==> src/rtl/b64lw_pkg.sv <==
// Shared types, constants and the symbol table for the base64 line-wrap encoder.
// No dependencies; the front end, queue, emitter, top level and testbench import this package.
`default_nettype none

package b64lw_pkg;

    // Configuration port
    localparam int unsigned APB_ADDR_W = 3;
    localparam int unsigned APB_DATA_W = 32;
    localparam logic REG_LINE_LENGTH = 1'b0;

    // Character codes
    localparam logic [7:0] PAD_CHAR = 8'h3D;
    localparam logic [7:0] CR_CHAR  = 8'h0D;
    localparam logic [7:0] LF_CHAR  = 8'h0A;

    // Line length
    localparam logic [7:0] LINE_LEN_RESET = 8'd160;
    localparam logic [7:0] MIN_WRAP_LEN   = 8'd4;

    // Input function codes
    localparam logic FUNC_DATA   = 1'b0;
    localparam logic FUNC_FINISH = 1'b1;

    // Job queue
    localparam int unsigned QUEUE_DEPTH = 2;
    localparam int unsigned QUEUE_PTR_W = $clog2(QUEUE_DEPTH);
    localparam int unsigned QUEUE_CNT_W = $clog2(QUEUE_DEPTH + 1);
    localparam int unsigned CHARS_PER_GROUP = 4;
    localparam int unsigned CHAR_IDX_W = $clog2(CHARS_PER_GROUP);
    localparam logic [CHAR_IDX_W-1:0] LAST_CHAR_IDX = CHAR_IDX_W'(CHARS_PER_GROUP - 1);

    // One unit of work for the emitter: four characters of a group, or a bare column clear
    typedef struct packed {
        logic [CHARS_PER_GROUP-1:0][7:0] chars;
        logic                            has_chars;
        logic                            clear_col;
    } job_t;

    // Emitter phase
    typedef enum logic [1:0] {
        PH_CHAR,
        PH_CR,
        PH_LF
    } phase_t;

    // Six-bit code to base64 alphabet character
    function automatic logic [7:0] sym(input logic [5:0] v);
        logic [7:0] v8;
        v8 = {2'b00, v};
        if (v8 < 8'd26)
            return 8'h41 + v8;
        else if (v8 < 8'd52)
            return 8'h61 + (v8 - 8'd26);
        else if (v8 < 8'd62)
            return 8'h30 + (v8 - 8'd52);
        else if (v8 == 8'd62)
            return 8'h2B;
        else
            return 8'h2F;
    endfunction

endpackage

`default_nettype wire

==> src/rtl/b64lw_if.sv <==
// Valid/ready channel interfaces for the input byte stream and the output characters.
// Depends on nothing; used by the front end, the emitter and the top level.
`default_nettype none

interface b64lw_in_if;
    logic       valid;
    logic       ready;
    logic       func;
    logic [7:0] data_byte;

    modport source (output valid, output func, output data_byte, input ready);
    modport sink   (input valid, input func, input data_byte, output ready);
endinterface

interface b64lw_out_if;
    logic       valid;
    logic       ready;
    logic [7:0] out_char;
    logic       last;

    modport source (output valid, output out_char, output last, input ready);
    modport sink   (input valid, input out_char, input last, output ready);
endinterface

`default_nettype wire

==> src/rtl/b64lw_front.sv <==
// Front end: accepts bytes and finish commands, gathers groups, builds emitter jobs.
// Depends on b64lw_pkg and b64lw_in_if.
`default_nettype none

module b64lw_front (
    input  wire logic          clk,
    input  wire logic          rst_n,
    b64lw_in_if.sink           in_ch,
    input  wire logic          queue_full,
    output logic               push,
    output b64lw_pkg::job_t    push_job
);
    import b64lw_pkg::*;

    logic [1:0]      held_count_reg, held_count_next;
    logic [1:0][7:0] held_bytes_reg;
    logic            accept;
    logic [7:0]      a_byte, b_byte, c_byte;
    logic [23:0]     word;
    logic            finish;

    assign in_ch.ready = !queue_full;
    assign accept      = in_ch.valid && in_ch.ready;
    assign finish      = (in_ch.func == FUNC_FINISH);

    // Missing bytes of a partial group read as zero
    assign a_byte = held_bytes_reg[0];
    assign b_byte = (held_count_reg == 2'd1) ? 8'h00 : held_bytes_reg[1];
    assign c_byte = finish ? 8'h00 : in_ch.data_byte;
    assign word   = {a_byte, b_byte, c_byte};

    // Job build
    always_comb
    begin
        push                = accept && (finish || held_count_reg == 2'd2);
        push_job.chars[0]   = sym(word[23:18]);
        push_job.chars[1]   = sym(word[17:12]);
        push_job.chars[2]   = (finish && held_count_reg == 2'd1) ? PAD_CHAR : sym(word[11:6]);
        push_job.chars[3]   = finish ? PAD_CHAR : sym(word[5:0]);
        push_job.has_chars  = (held_count_reg != 2'd0);
        push_job.clear_col  = finish;
    end

    // Group fill count
    always_comb
    begin
        held_count_next = held_count_reg;
        if (accept)
        begin
            if (finish || held_count_reg == 2'd2)
                held_count_next = 2'd0;
            else
                held_count_next = held_count_reg + 2'd1;
        end
    end

    always_ff @(posedge clk or negedge rst_n)
    begin
        if (!rst_n)
            held_count_reg <= 2'd0;
        else
            held_count_reg <= held_count_next;
    end

    // Held bytes, no reset
    always_ff @(posedge clk)
    begin
        if (accept && !finish && held_count_reg != 2'd2)
            held_bytes_reg[held_count_reg[0]] <= in_ch.data_byte;
    end

endmodule

`default_nettype wire

==> src/rtl/b64lw_queue.sv <==
// Two-entry job queue between the front end and the emitter.
// Depends on b64lw_pkg.
`default_nettype none

module b64lw_queue (
    input  wire logic             clk,
    input  wire logic             rst_n,
    input  wire logic             push,
    input  wire b64lw_pkg::job_t  push_job,
    input  wire logic             pop,
    output logic                  full,
    output logic                  head_valid,
    output b64lw_pkg::job_t       head_job
);
    import b64lw_pkg::*;

    job_t                   entry_reg [QUEUE_DEPTH];
    logic [QUEUE_PTR_W-1:0] wr_ptr_reg, wr_ptr_next;
    logic [QUEUE_PTR_W-1:0] rd_ptr_reg, rd_ptr_next;
    logic [QUEUE_CNT_W-1:0] count_reg, count_next;
    logic                   do_pop;

    assign full       = (count_reg == QUEUE_CNT_W'(QUEUE_DEPTH));
    assign head_valid = (count_reg != '0);
    assign head_job   = entry_reg[rd_ptr_reg];
    assign do_pop     = pop && head_valid;

    // Pointer and occupancy update
    always_comb
    begin
        wr_ptr_next = push ? wr_ptr_reg + 1'b1 : wr_ptr_reg;
        rd_ptr_next = do_pop ? rd_ptr_reg + 1'b1 : rd_ptr_reg;
        count_next  = count_reg;
        if (push && !do_pop)
            count_next = count_reg + 1'b1;
        else if (!push && do_pop)
            count_next = count_reg - 1'b1;
    end

    always_ff @(posedge clk or negedge rst_n)
    begin
        if (!rst_n)
        begin
            wr_ptr_reg <= '0;
            rd_ptr_reg <= '0;
            count_reg  <= '0;
        end
        else
        begin
            wr_ptr_reg <= wr_ptr_next;
            rd_ptr_reg <= rd_ptr_next;
            count_reg  <= count_next;
        end
    end

    // Storage
    always_ff @(posedge clk)
    begin
        if (push)
            entry_reg[wr_ptr_reg] <= push_job;
    end

endmodule

`default_nettype wire

==> src/rtl/b64lw_back.sv <==
// Emitter: sends one char per cycle unless stalled, tracks column, inserts CR LF.
// Depends on b64lw_pkg and b64lw_out_if.
`default_nettype none

module b64lw_back (
    input  wire logic             clk,
    input  wire logic             rst_n,
    input  wire logic [7:0]       line_length,
    input  wire logic             job_valid,
    input  wire b64lw_pkg::job_t  job,
    output logic                  pop,
    b64lw_out_if.source           out_ch
);
    import b64lw_pkg::*;

    phase_t                phase_reg, phase_next;
    logic [CHAR_IDX_W-1:0] idx_reg, idx_next;
    logic [7:0]            col_reg, col_next;
    logic                  out_valid_reg, out_valid_next;
    logic [7:0]            out_char_reg, out_char_next;
    logic                  out_last_reg, out_last_next;
    logic                  slot_free;
    logic                  step;
    logic [7:0]            col_inc;
    logic [7:0]            eff_len;
    logic                  wrap;
    logic                  final_char;

    assign slot_free  = !out_valid_reg || out_ch.ready;
    assign step       = job_valid && slot_free;
    assign col_inc    = col_reg + 8'd1;
    assign eff_len    = (line_length < MIN_WRAP_LEN) ? MIN_WRAP_LEN : line_length;
    assign wrap       = (line_length != 8'd0) && (col_inc >= eff_len);
    assign final_char = (idx_reg == LAST_CHAR_IDX);

    // Next phase
    always_comb
    begin
        phase_next = phase_reg;
        if (step && job.has_chars)
        begin
            unique case (phase_reg)
                PH_CHAR: phase_next = wrap ? PH_CR : PH_CHAR;
                PH_CR:   phase_next = PH_LF;
                PH_LF:   phase_next = PH_CHAR;
                default: phase_next = PH_CHAR;
            endcase
        end
    end

    // Emit, column and index update
    always_comb
    begin
        pop            = 1'b0;
        idx_next       = idx_reg;
        col_next       = col_reg;
        out_valid_next = out_valid_reg && !out_ch.ready;
        out_char_next  = out_char_reg;
        out_last_next  = out_last_reg;
        if (step)
        begin
            if (!job.has_chars)
            begin
                // Finish with nothing held: only the column clears
                pop      = 1'b1;
                col_next = 8'd0;
            end
            else
            begin
                out_valid_next = 1'b1;
                unique case (phase_reg)
                    PH_CHAR:
                    begin
                        out_char_next = job.chars[idx_reg];
                        out_last_next = final_char && !wrap;
                        if (wrap)
                            col_next = 8'd0;
                        else
                        begin
                            col_next = col_inc;
                            if (final_char)
                            begin
                                pop      = 1'b1;
                                idx_next = '0;
                                if (job.clear_col)
                                    col_next = 8'd0;
                            end
                            else
                                idx_next = idx_reg + 1'b1;
                        end
                    end
                    PH_CR:
                    begin
                        out_char_next = CR_CHAR;
                        out_last_next = 1'b0;
                    end
                    PH_LF:
                    begin
                        out_char_next = LF_CHAR;
                        out_last_next = final_char;
                        if (final_char)
                        begin
                            pop      = 1'b1;
                            idx_next = '0;
                        end
                        else
                            idx_next = idx_reg + 1'b1;
                    end
                    default:
                    begin
                        out_char_next = CR_CHAR;
                        out_last_next = 1'b0;
                    end
                endcase
            end
        end
    end

    always_ff @(posedge clk or negedge rst_n)
    begin
        if (!rst_n)
        begin
            phase_reg     <= PH_CHAR;
            idx_reg       <= '0;
            col_reg       <= 8'd0;
            out_valid_reg <= 1'b0;
        end
        else
        begin
            phase_reg     <= phase_next;
            idx_reg       <= idx_next;
            col_reg       <= col_next;
            out_valid_reg <= out_valid_next;
        end
    end

    // Output payload, no reset
    always_ff @(posedge clk)
    begin
        out_char_reg <= out_char_next;
        out_last_reg <= out_last_next;
    end

    assign out_ch.valid    = out_valid_reg;
    assign out_ch.out_char = out_char_reg;
    assign out_ch.last     = out_last_reg;

endmodule

`default_nettype wire

==> src/rtl/base64_stream_encoder_line_wrap_top.sv <==
// Streaming base64 encoder with CR LF line wrapping. Each input transfer carries
// a data byte or a finish command; every third byte yields four characters and a
// finish flushes a partial group with '=' padding and clears the column. The input
// accepts one transfer per cycle while the two-entry job queue has room; the emitter
// sends one character per cycle while the output is ready and a job is waiting; four
// characters go out per three bytes, plus two for each CR LF, so the output port
// sets the sustained rate. A group's job is registered in the job queue and its
// characters in the output register. No clearing pass after reset.
// Depends on b64lw_pkg, b64lw_if, b64lw_front, b64lw_queue and b64lw_back.
`default_nettype none

module base64_stream_encoder_line_wrap_top (
    input  wire logic                              clk,
    input  wire logic                              rst_n,
    b64lw_in_if.sink                               in_ch,
    b64lw_out_if.source                            out_ch,
    input  wire logic                              psel,
    input  wire logic                              penable,
    input  wire logic                              pwrite,
    input  wire logic [b64lw_pkg::APB_ADDR_W-1:0]  paddr,
    input  wire logic [b64lw_pkg::APB_DATA_W-1:0]  pwdata,
    output logic      [b64lw_pkg::APB_DATA_W-1:0]  prdata,
    output logic                                   pready
);
    import b64lw_pkg::*;

    logic [7:0] line_length_reg;
    logic       cfg_write;
    logic       fq_push;
    job_t       fq_push_job;
    logic       fq_pop;
    logic       fq_full;
    logic       fq_head_valid;
    job_t       fq_head_job;

    // Configuration register
    assign pready    = 1'b1;
    assign cfg_write = psel && penable && pwrite && pready && (paddr[2] == REG_LINE_LENGTH);
    assign prdata    = (paddr[2] == REG_LINE_LENGTH) ?
                       {{(APB_DATA_W-8){1'b0}}, line_length_reg} : '0;

    always_ff @(posedge clk or negedge rst_n)
    begin
        if (!rst_n)
            line_length_reg <= LINE_LEN_RESET;
        else if (cfg_write)
            line_length_reg <= pwdata[7:0];
    end

    // Front end
    b64lw_front u_front (
        .clk        (clk),
        .rst_n      (rst_n),
        .in_ch      (in_ch),
        .queue_full (fq_full),
        .push       (fq_push),
        .push_job   (fq_push_job)
    );

    // Job queue
    b64lw_queue u_queue (
        .clk        (clk),
        .rst_n      (rst_n),
        .push       (fq_push),
        .push_job   (fq_push_job),
        .pop        (fq_pop),
        .full       (fq_full),
        .head_valid (fq_head_valid),
        .head_job   (fq_head_job)
    );

    // Emitter
    b64lw_back u_back (
        .clk         (clk),
        .rst_n       (rst_n),
        .line_length (line_length_reg),
        .job_valid   (fq_head_valid),
        .job         (fq_head_job),
        .pop         (fq_pop),
        .out_ch      (out_ch)
    );

`ifndef SYNTH
    // Queue never takes a job while full
    a_no_overflow: assert property (@(posedge clk) disable iff (!rst_n)
        !(fq_push && fq_full))
        else $error("job queue overflow");

    // A transferred CR is followed by LF in the next output slot
    a_cr_then_lf: assert property (@(posedge clk) disable iff (!rst_n)
        (out_ch.valid && out_ch.ready && out_ch.out_char == CR_CHAR)
        |=> (out_ch.valid && out_ch.out_char == LF_CHAR))
        else $error("CR not followed by LF");

    // CR never closes a run
    a_cr_not_last: assert property (@(posedge clk) disable iff (!rst_n)
        (out_ch.valid && out_ch.out_char == CR_CHAR) |-> !out_ch.last)
        else $error("last flag on CR");
`endif

endmodule

`default_nettype wire

==> src/flat_wrapper.sv <==
// flat-port wrapper written by rule: the top's interface ports become plain ports
module base64_stream_encoder_line_wrap_top_flat import b64lw_pkg::*;
  (clk, rst_n, psel, penable, pwrite, paddr, pwdata, prdata, pready, in_ch_valid, in_ch_func, in_ch_data_byte, in_ch_ready, out_ch_valid, out_ch_out_char, out_ch_last, out_ch_ready);
  b64lw_in_if in_ch_i ();
  b64lw_out_if out_ch_i ();
  input  wire logic clk;
  input  wire logic rst_n;
  input  wire logic psel;
  input  wire logic penable;
  input  wire logic pwrite;
  input  wire logic [b64lw_pkg::APB_ADDR_W-1:0] paddr;
  input  wire logic [b64lw_pkg::APB_DATA_W-1:0] pwdata;
  output logic      [b64lw_pkg::APB_DATA_W-1:0] prdata;
  output logic pready;
  input wire logic [$bits(in_ch_i.valid)-1:0] in_ch_valid;
  input wire logic [$bits(in_ch_i.func)-1:0] in_ch_func;
  input wire logic [$bits(in_ch_i.data_byte)-1:0] in_ch_data_byte;
  output wire logic [$bits(in_ch_i.ready)-1:0] in_ch_ready;
  output wire logic [$bits(out_ch_i.valid)-1:0] out_ch_valid;
  output wire logic [$bits(out_ch_i.out_char)-1:0] out_ch_out_char;
  output wire logic [$bits(out_ch_i.last)-1:0] out_ch_last;
  input wire logic [$bits(out_ch_i.ready)-1:0] out_ch_ready;
  assign in_ch_i.valid = in_ch_valid;
  assign in_ch_i.func = in_ch_func;
  assign in_ch_i.data_byte = in_ch_data_byte;
  assign in_ch_ready = in_ch_i.ready;
  assign out_ch_valid = out_ch_i.valid;
  assign out_ch_out_char = out_ch_i.out_char;
  assign out_ch_last = out_ch_i.last;
  assign out_ch_i.ready = out_ch_ready;
  base64_stream_encoder_line_wrap_top u_core (.clk(clk), .rst_n(rst_n), .in_ch(in_ch_i), .out_ch(out_ch_i), .psel(psel), .penable(penable), .pwrite(pwrite), .paddr(paddr), .pwdata(pwdata), .prdata(prdata), .pready(pready));
endmodule
==> config.mk <==
export PLATFORM = sky130hd
export DESIGN_NAME = base64_stream_encoder_line_wrap_top_flat
export DESIGN_NICKNAME = d
export VERILOG_FILES = /design/src/rtl/b64lw_pkg.sv /design/src/rtl/b64lw_if.sv /design/src/rtl/b64lw_front.sv /design/src/rtl/b64lw_queue.sv /design/src/rtl/b64lw_back.sv /design/src/rtl/base64_stream_encoder_line_wrap_top.sv /design/src/flat_wrapper.sv
export SDC_FILE = /design/constraint.sdc
export NUM_CORES = 1
export LEC_CHECK = 0
export BUFFER_PORTS_ARGS = -buffer_cell sky130_fd_sc_hd__clkbuf_2
export CAP_MARGIN = 20
export CORE_AREA = 2 2 114 116
export DETAILED_ROUTE_END_ITERATION = 7
export DIE_AREA = 0 0 116 118
export GPL_TIMING_DRIVEN = 1
export PLACE_DENSITY_LB_ADDON = 0.1
export RECOVER_POWER = 25
export SLEW_MARGIN = 20
export SYNTH_ARGS = -nofsm -noshare
export SYNTH_HDL_FRONTEND = slang
export SYNTH_HIERARCHICAL = 1
export SYNTH_SLANG_ARGS = --single-unit
==> constraint.sdc <==
create_clock -name clk -period 9.2 [get_ports clk]
set_input_delay 1.84 -clock clk [delete_from_list [all_inputs] [get_ports clk]]
set_output_delay 1.84 -clock clk [all_outputs]
set_load 0.02 [all_outputs]
==> results.sh <==
export IMPL_stdcell_count=905
export IMPL_areaGrowthSynthToFinish_pct=9.815
export IMPL_wire_per_inst_um=17.69
export IMPL_die_w_um=116
export IMPL_synthFlopType="edfxtp_1"
export IMPL_clock_path_buffers=2
export IMPL_ys_types=74
export IMPL_slew_headroom=0.01899
export IMPL_cts_htree_levels=4
export IMPL_tightest_slew_ps=1472
export IMPL_clock_fmax_ghz=0.2295
export IMPL_yosysWarnings=6
export IMPL_critPathLaunch="in_ch_func"
export IMPL_reg2reg_from="u_core/u_back/col_reg[0]"
export IMPL_regArea_mm2=0.003472
export IMPL_dpl_cell_area_mm2=0.007909
export IMPL_io_pin_count=95
export IMPL_finalCritPeriodShare=0.4737
export IMPL_p_per_area_mw_per_mm2=290.5
export IMPL_setup_viol=0
export IMPL_firstDrtPassIters=5
export IMPL_place_ws_ps=4758
export IMPL_clock_latency_ps=420
export IMPL_drt_iter0_markers=417
export IMPL_clkTransAtPathRegs_ps=60
export IMPL_dp_hpwl_um=11460
export IMPL_num_rows=41
export IMPL_finalWirelength_um=16010
export IMPL_syn_cell_area_mm2=0.007764
export IMPL_place_inst=873
export IMPL_cts_hold_buf=0
export IMPL_synthArstFlopShare=0.2250
export IMPL_slew_viol_final=0
export IMPL_status="complete, no violations"
export IMPL_avgSynthCellArea_um2=11.27
export IMPL_crit_type="in2reg"
export IMPL_post_drt_via_cell_ratio=5.735
export IMPL_cp_end_kind="register"
export IMPL_r2r_end="u_core/u_queue/count_reg[1]"
export IMPL_final_layout_size_suffix_gt1_frac=0.2060
export IMPL_hold_viol_final=0
export IMPL_ys_seq_area_frac=0.4471
export IMPL_grt_overflow=0
export IMPL_synth_cells=689
export IMPL_fin_crit_ps=4358
export IMPL_grtUsageTotal=0.2439
export IMPL_grt_first_pass_wirelength_um=25410
export IMPL_r2r_setup_slack_ps=5770
export IMPL_hold_depth=1
export IMPL_cts_post_setup_buffers_inserted=0
export IMPL_tns_ps=0
export IMPL_yosys_area_top_type="edfxtp_1"
export IMPL_core_area_mm2=0.01241
export IMPL_port_buffers=43
export IMPL_antenna_found_initial=0
export IMPL_multi_input_area_mm2=0.003831
export IMPL_grt_max_degree=36
export IMPL_hp_start="u_core/u_queue/count_reg[1]"
export IMPL_drc=0
export IMPL_fin_area_mm2=0.008526
export IMPL_ant_nets=0
export IMPL_required_ps=9350
export IMPL_holdCritPathClass="reg2reg"
export IMPL_layout_commonest_cell="edfxtp_1"
export IMPL_cp_start_kind="primary input"
export IMPL_skew_ps=8.676
export IMPL_fillers=929
export IMPL_cts_tree="yes"
export IMPL_largest_reg_flops=68
export IMPL_rsz0062_at_grt="no"
export IMPL_cts_root_buf="clkbuf_16"
export IMPL_maxCapViolations=0
export IMPL_via_count=5190
export IMPL_synth_edf_count=93
export IMPL_timing_final_ws_setup_ps=4842
export IMPL_dieHeight_um=118
export IMPL_ys_ff_latch=120
export IMPL_grt_pass1_vias=4918
export IMPL_final_cell_mix="edfxtp_1, nand2_1, ha_1"
export IMPL_cts_num_sinks=120
export IMPL_synth_top_area_frac=0.3597
export IMPL_dieArea_mm2=0.01369
export IMPL_initial_utilization=0.6254
export IMPL_hold_path_end="u_core/u_queue/count_reg[1]"
export IMPL_nNetsFinal=816
export IMPL_p_leak_nw=3.517
export IMPL_place_gp_congestion=0.8807
export IMPL_synth_area_leaders="edfxtp_1, dfrtp_1, ha_1"
export IMPL_rr_worst_depth=15
export IMPL_ir_drop_uv=145.5
export IMPL_whs_ps=499.3
export IMPL_cts_buffers=17
export IMPL_path_max_fanout=20
export IMPL_cts_repair_resized=0
export IMPL_crit_arrival_ps=4510
export IMPL_antenna_cells=0
## cell families after synthesis
group                    Yosys count  share of synthesized area
AO/OA/AOI/OAI                    123                     0.1085
XOR/XNOR                          49                    0.05528
adder cells (fa/ha/maj)           45                    0.07252
buffers and inverters             96                    0.07091
flip-flops                       120                     0.4471
multiplexers                      57                     0.1078
other                              2                  0.0009673
AND/OR/NAND/NOR                  197                     0.1370
## power by group
| group | switching, mW | leakage (nW) | internal [mW] |
|---|---|---|---|
| combinational | 0.455 | 2.02 | 0.411 |
| sequential | 0.136 | 1.19 | 0.763 |
| clock | 0.231 | 0.302 | 0.480 |
## critical path: stages
cell	delay, ps
clkbuf_1	720
nor2b_1	320
inv_1	160
ha_1	290
and3b_1	230
xnor2_1	150
o21ai_1	380
nor3_1	100
a211o_1	320
## worst max-delay path by stage
stage | end | slack (ps) | depth (start not counted)
floorplan | u_core/u_queue/entry_reg[0][0] | 4670 | 5
global placement | u_core/u_queue/entry_reg[0][21] | 4800 | 9
detailed placement | u_core/u_queue/entry_reg[0][21] | 4760 | 9
CTS | prdata[2] | 4980 | 3
global route | u_core/u_queue/entry_reg[1][21] | 4680 | 9
finish | u_core/u_queue/entry_reg[1][21] | 4840 | 9
## synthesized netlist by cell type, drive strengths merged (10+ instances only)
| library cell | instances |
|---|---|
| buf | 46 |
| edfxtp | 93 |
| clkbuf | 11 |
| nand3 | 14 |
| a21oi | 26 |
| nor2 | 39 |
| ha | 45 |
| nand4 | 10 |
| nand2 | 57 |
| xor2 | 20 |
| mux2 | 46 |
| xnor2 | 29 |
| nor2b | 12 |
| o21ai | 35 |
| dfrtp | 25 |
| inv | 39 |
## area by class of cell
cell class,count,area share
multi-input combinational,496,0.4494
sequential,120,0.4072
clock buffer,20,0.05122
timing repair buffer,46,0.02627
tap,172,0.02524
clock inverter,12,0.02348
inverter,39,0.01717
## layer usage
layer / track usage / routed length [um]
met1: 0.3181 / 6823
met2: 0.4028 / 8065
met3: 0.04995 / 850
met4: 0.08631 / 269
met5: 0 / 0
## metrics by stage
stage	utilization	power, mW
floorplan	-	1.594
CTS	0.6884	2.486
global placement	0.6371	1.732
detailed placement	0.6371	1.764
global route	0.6868	2.612
finish	0.6868	2.476
Note: power is estimated with default switching activity, not from simulation.
